**config.mk**
```make
export PLATFORM = sky130hd
export DESIGN_NAME = winding_span_generator
export DESIGN_NICKNAME = d
export VERILOG_FILES = /design/src/sv/wsg_pkg.sv /design/src/sv/winding_span_generator.sv /design/src/sv/wsg_core.sv /design/src/sv/wsg_queue.sv
export VERILOG_INCLUDE_DIRS = /design/src /design/src/sv
export SDC_FILE = /design/constraint.sdc
export NUM_CORES = 1
export LEC_CHECK = 0
export ABC_AREA = 0
export BUFFER_PORTS_ARGS = -buffer_cell sky130_fd_sc_hd__buf_2
export CORE_UTILIZATION = 30
export DETAILED_ROUTE_END_ITERATION = 8
export GPL_TIMING_DRIVEN = 0
export SLEW_MARGIN = 20
export SYNTH_ARGS = -nofsm -noshare
export SYNTH_HDL_FRONTEND = slang
export SYNTH_HIERARCHICAL = 1
export SYNTH_SLANG_ARGS = --single-unit
```
**constraint.sdc**
```tcl
create_clock -name clock -period 12 [get_ports clock]
set_input_delay 0 -clock clock [delete_from_list [all_inputs] [get_ports clock]]
set_output_delay 0 -clock clock [all_outputs]
set_load 0.005 [all_outputs]
```
**src/sv/winding_span_generator_defines.svh**
```systemverilog
// assertion helpers shared by the span generator modules
`ifndef WINDING_SPAN_GENERATOR_DEFINES_SVH
`define WINDING_SPAN_GENERATOR_DEFINES_SVH

// same-cycle implication, sampled on the rising clock edge, off during reset
`define WSG_ASSERT_NOW(lbl, ante, cons, msg) \
   lbl: assert property (@(posedge clock) disable iff (reset) (ante) |-> (cons)) \
      else $error(msg);

// next-cycle implication, sampled on the rising clock edge, off during reset
`define WSG_ASSERT_NEXT(lbl, ante, cons, msg) \
   lbl: assert property (@(posedge clock) disable iff (reset) (ante) |=> (cons)) \
      else $error(msg);

`endif

```
**src/sv/wsg_pkg.sv**
```systemverilog
package wsg_pkg;

   // default widths
   localparam int COORD_BITS_DEF   = 16;
   localparam int WINDING_BITS_DEF = 16;

   // result queue depth, must be a power of two of at least 4
   localparam int QUEUE_DEPTH = 4;

   // input command codes
   localparam logic CMD_FRAG  = 1'b0;
   localparam logic CMD_FLUSH = 1'b1;

   // result kind codes
   localparam logic KIND_PIXEL = 1'b0;
   localparam logic KIND_SPAN  = 1'b1;

   // results written into the queue for one item
   typedef struct packed {
      logic first;
      logic second;
   } wsg_push_type;

endpackage

```
**src/sv/winding_span_generator.sv**
```systemverilog
// Nonzero-winding span generator.
// req channel: one boundary fragment or a flush command per item, sorted by
//   row, then column. Fragments at one pixel are summed into a pending pixel.
// rsp channel: edge pixels (kind 0) and solid spans (kind 1); tlast marks the
//   last result caused by one req item. A fragment that closes a pixel and
//   opens a gap gives the pixel first, then the span.
// Results of an accepted item are written into the result queue, behind any
//   older results, and leave it on rsp. Throughput: one req item per cycle
//   while req_tready is high; the winding update is a single pass between the
//   state registers and a 4-entry result queue. The rsp port drains one result
//   per cycle while rsp_tready is high, so items giving two results fill the queue.
// req_tready is high while the queue has room for two results; when the
//   receiver stalls, the queue fills and req_tready drops, no result is lost.
// Reset (synchronous, active high) clears the winding state and the queue;
//   a flush item closes the pending pixel and returns to the same state.
module winding_span_generator #(
   parameter int COORD_BITS   = wsg_pkg::COORD_BITS_DEF,
   parameter int WINDING_BITS = wsg_pkg::WINDING_BITS_DEF
) (
   input  logic                                      clock,
   input  logic                                      reset,
   input  logic                                      req_tvalid,
   output logic                                      req_tready,
   // frag_x, frag_y, wind_sign, crosses_out, crosses_sample, zero pad
   input  logic [((2*COORD_BITS+4+7)/8)*8-1:0]       req_tdata,
   // cmd
   input  logic                                      req_tuser,
   output logic                                      rsp_tvalid,
   input  logic                                      rsp_tready,
   // x_start, x_end, row, zero pad
   output logic [((3*COORD_BITS+7)/8)*8-1:0]         rsp_tdata,
   // kind
   output logic                                      rsp_tuser,
   output logic                                      rsp_tlast
);
   import wsg_pkg::*;

   localparam int C          = COORD_BITS;
   localparam int ENTRY_BITS = 3*C + 2;
   localparam int RSP_BITS   = ((3*C+7)/8)*8;

   logic                  accept;
   logic                  room;
   wsg_push_type          push;
   logic [ENTRY_BITS-1:0] entry0;
   logic [ENTRY_BITS-1:0] entry1;
   logic [ENTRY_BITS-1:0] out_entry;

   assign req_tready = room;
   assign accept     = req_tvalid && req_tready;

   // winding state and result forming
   wsg_core #(
      .COORD_BITS   (COORD_BITS),
      .WINDING_BITS (WINDING_BITS)
   ) u_core (
      .clock          (clock),
      .reset          (reset),
      .accept         (accept),
      .cmd            (req_tuser),
      .frag_x         (req_tdata[C-1:0]),
      .frag_y         (req_tdata[2*C-1:C]),
      .wind_sign      (req_tdata[2*C+1:2*C]),
      .crosses_out    (req_tdata[2*C+2]),
      .crosses_sample (req_tdata[2*C+3]),
      .push           (push),
      .entry0         (entry0),
      .entry1         (entry1)
   );

   // result queue toward the rsp channel
   wsg_queue #(
      .ENTRY_BITS (ENTRY_BITS)
   ) u_queue (
      .clock     (clock),
      .reset     (reset),
      .push      (push),
      .entry0    (entry0),
      .entry1    (entry1),
      .room      (room),
      .out_valid (rsp_tvalid),
      .out_ready (rsp_tready),
      .out_entry (out_entry)
   );

   // unpack last, kind, row, x_end, x_start
   assign rsp_tdata = RSP_BITS'(out_entry[3*C-1:0]);
   assign rsp_tuser = out_entry[3*C];
   assign rsp_tlast = out_entry[3*C+1];

endmodule

```
**src/sv/wsg_core.sv**
```systemverilog
`include "winding_span_generator_defines.svh"

module wsg_core #(
   parameter int COORD_BITS   = 16,
   parameter int WINDING_BITS = 16
) (
   input  logic                           clock,
   input  logic                           reset,
   input  logic                           accept,
   input  logic                           cmd,
   input  logic signed [COORD_BITS-1:0]   frag_x,
   input  logic signed [COORD_BITS-1:0]   frag_y,
   input  logic signed [1:0]              wind_sign,
   input  logic                           crosses_out,
   input  logic                           crosses_sample,
   output wsg_pkg::wsg_push_type          push,
   output logic [3*COORD_BITS+1:0]        entry0,
   output logic [3*COORD_BITS+1:0]        entry1
);
   import wsg_pkg::*;

   localparam int C = COORD_BITS;
   localparam int W = WINDING_BITS;

   // winding state
   logic signed [W-1:0] row_winding_ff,    row_winding_in;
   logic signed [C-1:0] current_row_ff,    current_row_in;
   logic signed [C:0]   next_free_col_ff,  next_free_col_in;
   logic signed [C-1:0] pend_col_ff,       pend_col_in;
   logic signed [C-1:0] pend_row_ff,       pend_row_in;
   logic signed [W-1:0] pend_out_ff,       pend_out_in;
   logic signed [W-1:0] pend_smp_ff,       pend_smp_in;
   logic                pend_valid_ff,     pend_valid_in;

   logic signed [W-1:0] sign_ext;
   logic signed [W-1:0] d_out;
   logic signed [W-1:0] d_smp;
   logic                same_pixel;
   logic                is_flush;
   logic                closing;
   logic signed [W:0]   smp_sum;
   logic                emit_px;
   logic signed [W-1:0] rw_closed;
   logic signed [C:0]   nfc_closed;
   logic signed [C:0]   x_wide;
   logic                new_row;
   logic                emit_span;
   logic                px_last;
   logic [3*C+1:0]      px_entry;
   logic [3*C+1:0]      span_entry;

   // clamp a one-bit-grown winding sum back to the winding range
   function automatic logic signed [W-1:0] sat_w(input logic signed [W:0] v);
      logic signed [W-1:0] r;
      if (v[W] != v[W-1]) begin
         r = v[W] ? {1'b1, {(W-1){1'b0}}} : {1'b0, {(W-1){1'b1}}};
      end else begin
         r = v[W-1:0];
      end
      return r;
   endfunction

   // per-fragment deltas
   assign sign_ext = {{(W-2){wind_sign[1]}}, wind_sign};
   assign d_out    = crosses_out    ? sign_ext : '0;
   assign d_smp    = crosses_sample ? sign_ext : '0;

   assign is_flush   = (cmd == CMD_FLUSH);
   assign same_pixel = pend_valid_ff && (frag_x == pend_col_ff) && (frag_y == pend_row_ff);
   assign closing    = pend_valid_ff && (is_flush || !same_pixel);

   // close the pending pixel
   assign smp_sum    = {row_winding_ff[W-1], row_winding_ff} + {pend_smp_ff[W-1], pend_smp_ff};
   assign emit_px    = closing && (smp_sum != '0);
   assign rw_closed  = closing
                     ? sat_w({row_winding_ff[W-1], row_winding_ff} + {pend_out_ff[W-1], pend_out_ff})
                     : row_winding_ff;
   assign nfc_closed = closing ? ({pend_col_ff[C-1], pend_col_ff} + (C+1)'(1)) : next_free_col_ff;

   // gap left of the new pixel on the same row
   assign x_wide    = {frag_x[C-1], frag_x};
   assign new_row   = (frag_y != current_row_ff);
   assign emit_span = !is_flush && !same_pixel && !new_row
                    && (x_wide > nfc_closed) && (rw_closed != '0);

   // result entries: last, kind, row, x_end, x_start
   assign px_last    = is_flush || !emit_span;
   assign px_entry   = {px_last, KIND_PIXEL, pend_row_ff, pend_col_ff + C'(1), pend_col_ff};
   assign span_entry = {1'b1, KIND_SPAN, current_row_ff, frag_x, nfc_closed[C-1:0]};

   assign entry0      = emit_px ? px_entry : span_entry;
   assign entry1      = span_entry;
   assign push.first  = accept && (emit_px || emit_span);
   assign push.second = accept && emit_px && emit_span;

   // next state
   always_comb begin
      row_winding_in   = row_winding_ff;
      current_row_in   = current_row_ff;
      next_free_col_in = next_free_col_ff;
      pend_col_in      = pend_col_ff;
      pend_row_in      = pend_row_ff;
      pend_out_in      = pend_out_ff;
      pend_smp_in      = pend_smp_ff;
      pend_valid_in    = pend_valid_ff;
      if (accept) begin
         if (is_flush) begin
            row_winding_in   = '0;
            current_row_in   = '0;
            next_free_col_in = '0;
            pend_col_in      = '0;
            pend_row_in      = '0;
            pend_out_in      = '0;
            pend_smp_in      = '0;
            pend_valid_in    = 1'b0;
         end else if (same_pixel) begin
            pend_out_in = sat_w({pend_out_ff[W-1], pend_out_ff} + {d_out[W-1], d_out});
            pend_smp_in = sat_w({pend_smp_ff[W-1], pend_smp_ff} + {d_smp[W-1], d_smp});
         end else begin
            row_winding_in   = new_row ? '0 : rw_closed;
            current_row_in   = frag_y;
            next_free_col_in = nfc_closed;
            pend_col_in      = frag_x;
            pend_row_in      = frag_y;
            pend_out_in      = d_out;
            pend_smp_in      = d_smp;
            pend_valid_in    = 1'b1;
         end
      end
   end

   // state registers
   always_ff @(posedge clock) begin
      if (reset) begin
         row_winding_ff   <= '0;
         current_row_ff   <= '0;
         next_free_col_ff <= '0;
         pend_col_ff      <= '0;
         pend_row_ff      <= '0;
         pend_out_ff      <= '0;
         pend_smp_ff      <= '0;
         pend_valid_ff    <= 1'b0;
      end else begin
         row_winding_ff   <= row_winding_in;
         current_row_ff   <= current_row_in;
         next_free_col_ff <= next_free_col_in;
         pend_col_ff      <= pend_col_in;
         pend_row_ff      <= pend_row_in;
         pend_out_ff      <= pend_out_in;
         pend_smp_ff      <= pend_smp_in;
         pend_valid_ff    <= pend_valid_in;
      end
   end

   // checks
   `WSG_ASSERT_NEXT(a_flush_clears, accept && is_flush, !pend_valid_ff && row_winding_ff == '0, "flush left a pending pixel or winding")
   `WSG_ASSERT_NEXT(a_frag_pends, accept && !is_flush, pend_valid_ff, "fragment left no pending pixel")
   `WSG_ASSERT_NOW(a_pend_on_row, pend_valid_ff, pend_row_ff == current_row_ff, "pending pixel off the current row")

endmodule

```
**src/sv/wsg_queue.sv**
```systemverilog
`include "winding_span_generator_defines.svh"

module wsg_queue #(
   parameter int ENTRY_BITS = 50
) (
   input  logic                    clock,
   input  logic                    reset,
   input  wsg_pkg::wsg_push_type   push,
   input  logic [ENTRY_BITS-1:0]   entry0,
   input  logic [ENTRY_BITS-1:0]   entry1,
   output logic                    room,
   output logic                    out_valid,
   input  logic                    out_ready,
   output logic [ENTRY_BITS-1:0]   out_entry
);
   import wsg_pkg::*;

   localparam int PTR_BITS = $clog2(QUEUE_DEPTH);

   logic [ENTRY_BITS-1:0] store_ff [QUEUE_DEPTH];
   logic [PTR_BITS-1:0]   wr_ptr_ff, wr_ptr_in;
   logic [PTR_BITS-1:0]   rd_ptr_ff, rd_ptr_in;
   logic [PTR_BITS:0]     count_ff,  count_in;
   logic [PTR_BITS-1:0]   wr_ptr_next;
   logic [1:0]            n_push;
   logic                  pop;

   // room for the two results one item may give
   assign room      = (count_ff <= (PTR_BITS+1)'(QUEUE_DEPTH - 2));
   assign out_valid = (count_ff != '0);
   assign out_entry = store_ff[rd_ptr_ff];
   assign pop       = out_valid && out_ready;

   // pointer and fill bookkeeping
   assign n_push      = {1'b0, push.first} + {1'b0, push.second};
   assign wr_ptr_next = wr_ptr_ff + PTR_BITS'(1);
   assign wr_ptr_in   = wr_ptr_ff + PTR_BITS'(n_push);
   assign rd_ptr_in   = rd_ptr_ff + PTR_BITS'(pop);
   assign count_in    = count_ff + (PTR_BITS+1)'(n_push) - (PTR_BITS+1)'(pop);

   always_ff @(posedge clock) begin
      if (reset) begin
         wr_ptr_ff <= '0;
         rd_ptr_ff <= '0;
         count_ff  <= '0;
      end else begin
         wr_ptr_ff <= wr_ptr_in;
         rd_ptr_ff <= rd_ptr_in;
         count_ff  <= count_in;
      end
   end

   // result storage
   always_ff @(posedge clock) begin
      if (push.first) begin
         store_ff[wr_ptr_ff] <= entry0;
      end
      if (push.second) begin
         store_ff[wr_ptr_next] <= entry1;
      end
   end

   // checks
   `WSG_ASSERT_NOW(a_no_overflow, 1'b1, count_ff <= (PTR_BITS+1)'(QUEUE_DEPTH), "result queue overflow")
   `WSG_ASSERT_NOW(a_push_with_room, push.first || push.second, room, "results pushed without room")
   `WSG_ASSERT_NOW(a_second_after_first, push.second, push.first, "second result without first")
   `WSG_ASSERT_NOW(a_empty_ptrs, count_ff == '0, rd_ptr_ff == wr_ptr_ff, "empty queue with split pointers")

endmodule

```
==> results_dict.tcl <==
set metrics [dict create \
    status "finished clean" \
    antenna_found_initial 0 \
    final_cell_mix "mux2_2, edfxtp_1, nor2_1, buf_2, nand2_1" \
    clockRootBuffer "clkbuf_16" \
    syn_area_mm2 0.01891 \
    rr_worst_depth 26 \
    cts_hold_repair.buffers 34 \
    syn_area_per_cell_um2 10.96 \
    cts_setup_buffers 0 \
    end_kind "flip-flop" \
    setup_violations 0 \
    design.die.area_mm2 0.06405 \
    critPathMostFrequentCell "ha_1" \
    rsz0062_at_grt "no" \
    num-fill-cells 6176 \
    leakagePower_nw 8.404 \
    drc 0 \
    place_ws_ns 4.538 \
    htree_levels 2 \
    clk_latency_ns 0.55 \
    drv_slew 0 \
    crit_start "u_core/pend_row_ff[11]$_SDFFE_PP0P_" \
    fin_util_pct 35.83 \
    final_area_mm2 0.02219 \
    ff_latch_area_mm2 0.008108 \
    reg2reg_to "u_queue/count_ff[2]$_SDFF_PP0_" \
    crit_required_ns 12.48 \
    gp_congestion 0.9325 \
    drive_gt1_share_pct 25.40 \
    multiInputGateArea_mm2 0.009996 \
    ys_warn_count 6 \
    place_area_mm2 0.02071 \
    synth_edf_count 200 \
    first_global_vias 14427 \
    overflow 0 \
    cp_data_arrival_time_ns 7.99 \
    max_cap_violations 0 \
    fmax_ghz 0.1332 \
    hold_violations 0 \
    area_growth_pct 17.35 \
    start_util_pct 30.53 \
    critical_path_class "flip-flop to flip-flop" \
    start_kind "flip-flop" \
    layout_commonest_cell "mux2_2" \
    final_antenna_net_count 0 \
    antennaDiodeCount 0 \
    cts.sinks 305 \
    synth_seq_area_share_pct 42.87 \
    grt_pass1_wl_um 84050 \
    worstMarginPinSlew_ns 1.052 \
    first_pass_iters 6 \
    cts_buffer_depth 3 \
    timing.final.ws_setup_ns 4.494 \
    reg2reg_slack_ns 4.49 \
    layout_min_cycle_time_ns 7.506 \
    crit_end "u_queue/count_ff[2]$_SDFF_PP0_" \
    cpMaxStageDelayCell "o41ai_2" \
    ctsResizeCount 0 \
    hold_slack_ns 0.03945 \
    crit-reg2reg-launch "u_core/pend_row_ff[11]$_SDFFE_PP0P_" \
    holdCritPathClass "input port to flip-flop" \
    critPathMaxFanout 10 \
    dr_total_vias 14471 \
    cts_buffers 37 \
    fin_setup_tns_ns 0 \
    powerDensity_mw_per_mm2 133.0 \
    grtUsageTotal_pct 17.10 \
    synthFlopType "edfxtp_1" \
    slew_headroom_pct 29.07 \
    port_buffers 92 \
    vdd_drop_max_mv 0.08017 \
    synth_async_sr_flop_share_pct 0 \
    die_w_um 253.1 \
    min-delay-start "req_tuser" \
    rows 91 \
    avgViaCountPerCell 5.232 \
    drt_iter0_markers 1015 \
    die_y_um 253.1 \
    cts_tree "yes" \
    finalCritPeriodShare_pct 62.55 \
    nets 2037 \
    core_area_mm2 0.06194 \
    slowest_delay_ns 1.04 \
    synthCells 1725 \
    ys_ff_latch 305 \
    pin_count 97 \
    wl_per_cell_um 19.91 \
    fin_skew_ns 0.02768 \
    grt_start_max_net_pins 20 \
    wl_um 55080 \
    synth.distinct_cells 77 \
    path_clk_slew_ns 0.06 \
    dp_hpwl_um 40350 \
]
==> critical path, delay by kind of cell (launching register included) <==
kind                     cells  cell delay [ns]
flip-flops                   1             0.49
AND/OR/NAND/NOR              8             1.56
multiplexers                 1             0.27
AO/OA/AOI/OAI                6             2.33
XOR/XNOR                     2             0.46
adder cells (fa/ha/maj)      5             1.58
buffers and inverters        4             0.74
==> logic make-up after synthesis <==
family | count (synthesis) | synth area share, %
XOR/XNOR | 90 | 4.314
buffers and inverters | 178 | 4.539
AND/OR/NAND/NOR | 396 | 9.805
AO/OA/AOI/OAI | 395 | 13.27
other | 1 | 0.01983
multiplexers | 268 | 18.91
flip-flops | 305 | 42.87
adder cells (fa/ha/maj) | 92 | 6.272
==> synth_stat cells, drive strengths merged, types with 50 or more instances <==
cell,instances,area (µm²)
a22oi,58,435.4
clkbuf,55,206.5
ha,86,1076
inv,59,221.5
a21oi,110,550.5
dfxtp,105,2102
edfxtp,200,6006
nand2,115,431.7
o21ai,99,495.5
buf,64,430.4
mux2,209,2361
mux4,50,1126
nor2,137,514.2
==> flip-flops by register name (all words and copies together) (netlist names) <==
signal and count:
u_core/next_free_col_ff 17, u_core/pend_col_ff 16, u_core/pend_out_ff 16, u_core/pend_row_ff 16, u_core/pend_smp_ff 16, u_core/pend_valid_ff 1, u_core/row_winding_ff 16, u_queue/count_ff 3
u_queue/rd_ptr_ff 2, u_queue/store_ff 200, u_queue/wr_ptr_ff 2
==> layer usage <==
metal | wire, µm | share of wire (%) | GRT usage, % | up-vias
met1 | 23910 | 43 | 21.60 | 7144
li1 | - | - | - | 6826
met4 | 1389 | 2.5 | 5.056 | 0
met2 | 27180 | 49 | 30.22 | 420
met5 | 0 | 0 | 0 | -
met3 | 2596 | 4.7 | 2.190 | 81
==> power by group <==
| group | internal [mW] | total (mW) | switching [mW] |
|---|---|---|---|
| logic | 0.320 | 0.698 | 0.377 |
| clock network | 0.622 | 1.07 | 0.447 |
| registers | 1.16 | 1.19 | 0.0284 |
| total | 2.10 | 2.95 | 0.853 |
==> area by class of cell <==
cell class	instances	share of cell area, %
inverter	59	0.9979
multi-input combinational	1243	45.04
sequential	305	36.53
clock inverter	11	0.4397
tap	837	4.719
buffer	119	2.870
clock buffer	56	4.679
timing repair buffer	136	4.724
==> worst min-delay path by stage <==
stage          cells after the start                                 end  slack [ns]
2_1_floorplan                      1      u_queue/count_ff[0]$_SDFF_PP0_        0.07
3_3_place_gp                       2     u_queue/wr_ptr_ff[1]$_SDFF_PP0_        0.28
3_5_place_dp                       2      u_queue/count_ff[2]$_SDFF_PP0_        0.29
4_1_cts                            3  u_core/pend_out_ff[0]$_SDFFE_PP0P_        0.01
5_1_grt                            3  u_core/pend_out_ff[0]$_SDFFE_PP0P_        0.06
6_report                           3  u_core/pend_out_ff[0]$_SDFFE_PP0P_        0.04
==> stage by stage <==
| step | std cells | power [mW] |
|---|---|---|
| final | 2766 | 2.952 |
| after CTS | 2766 | 2.988 |
| after global routing | 2766 | 3.083 |
| after global placement | 2655 | 1.886 |
| after floorplan | 1726 | 1.658 |
| after detailed placement | 2665 | 1.898 |
Note: power is estimated with default switching activity, not from simulation.
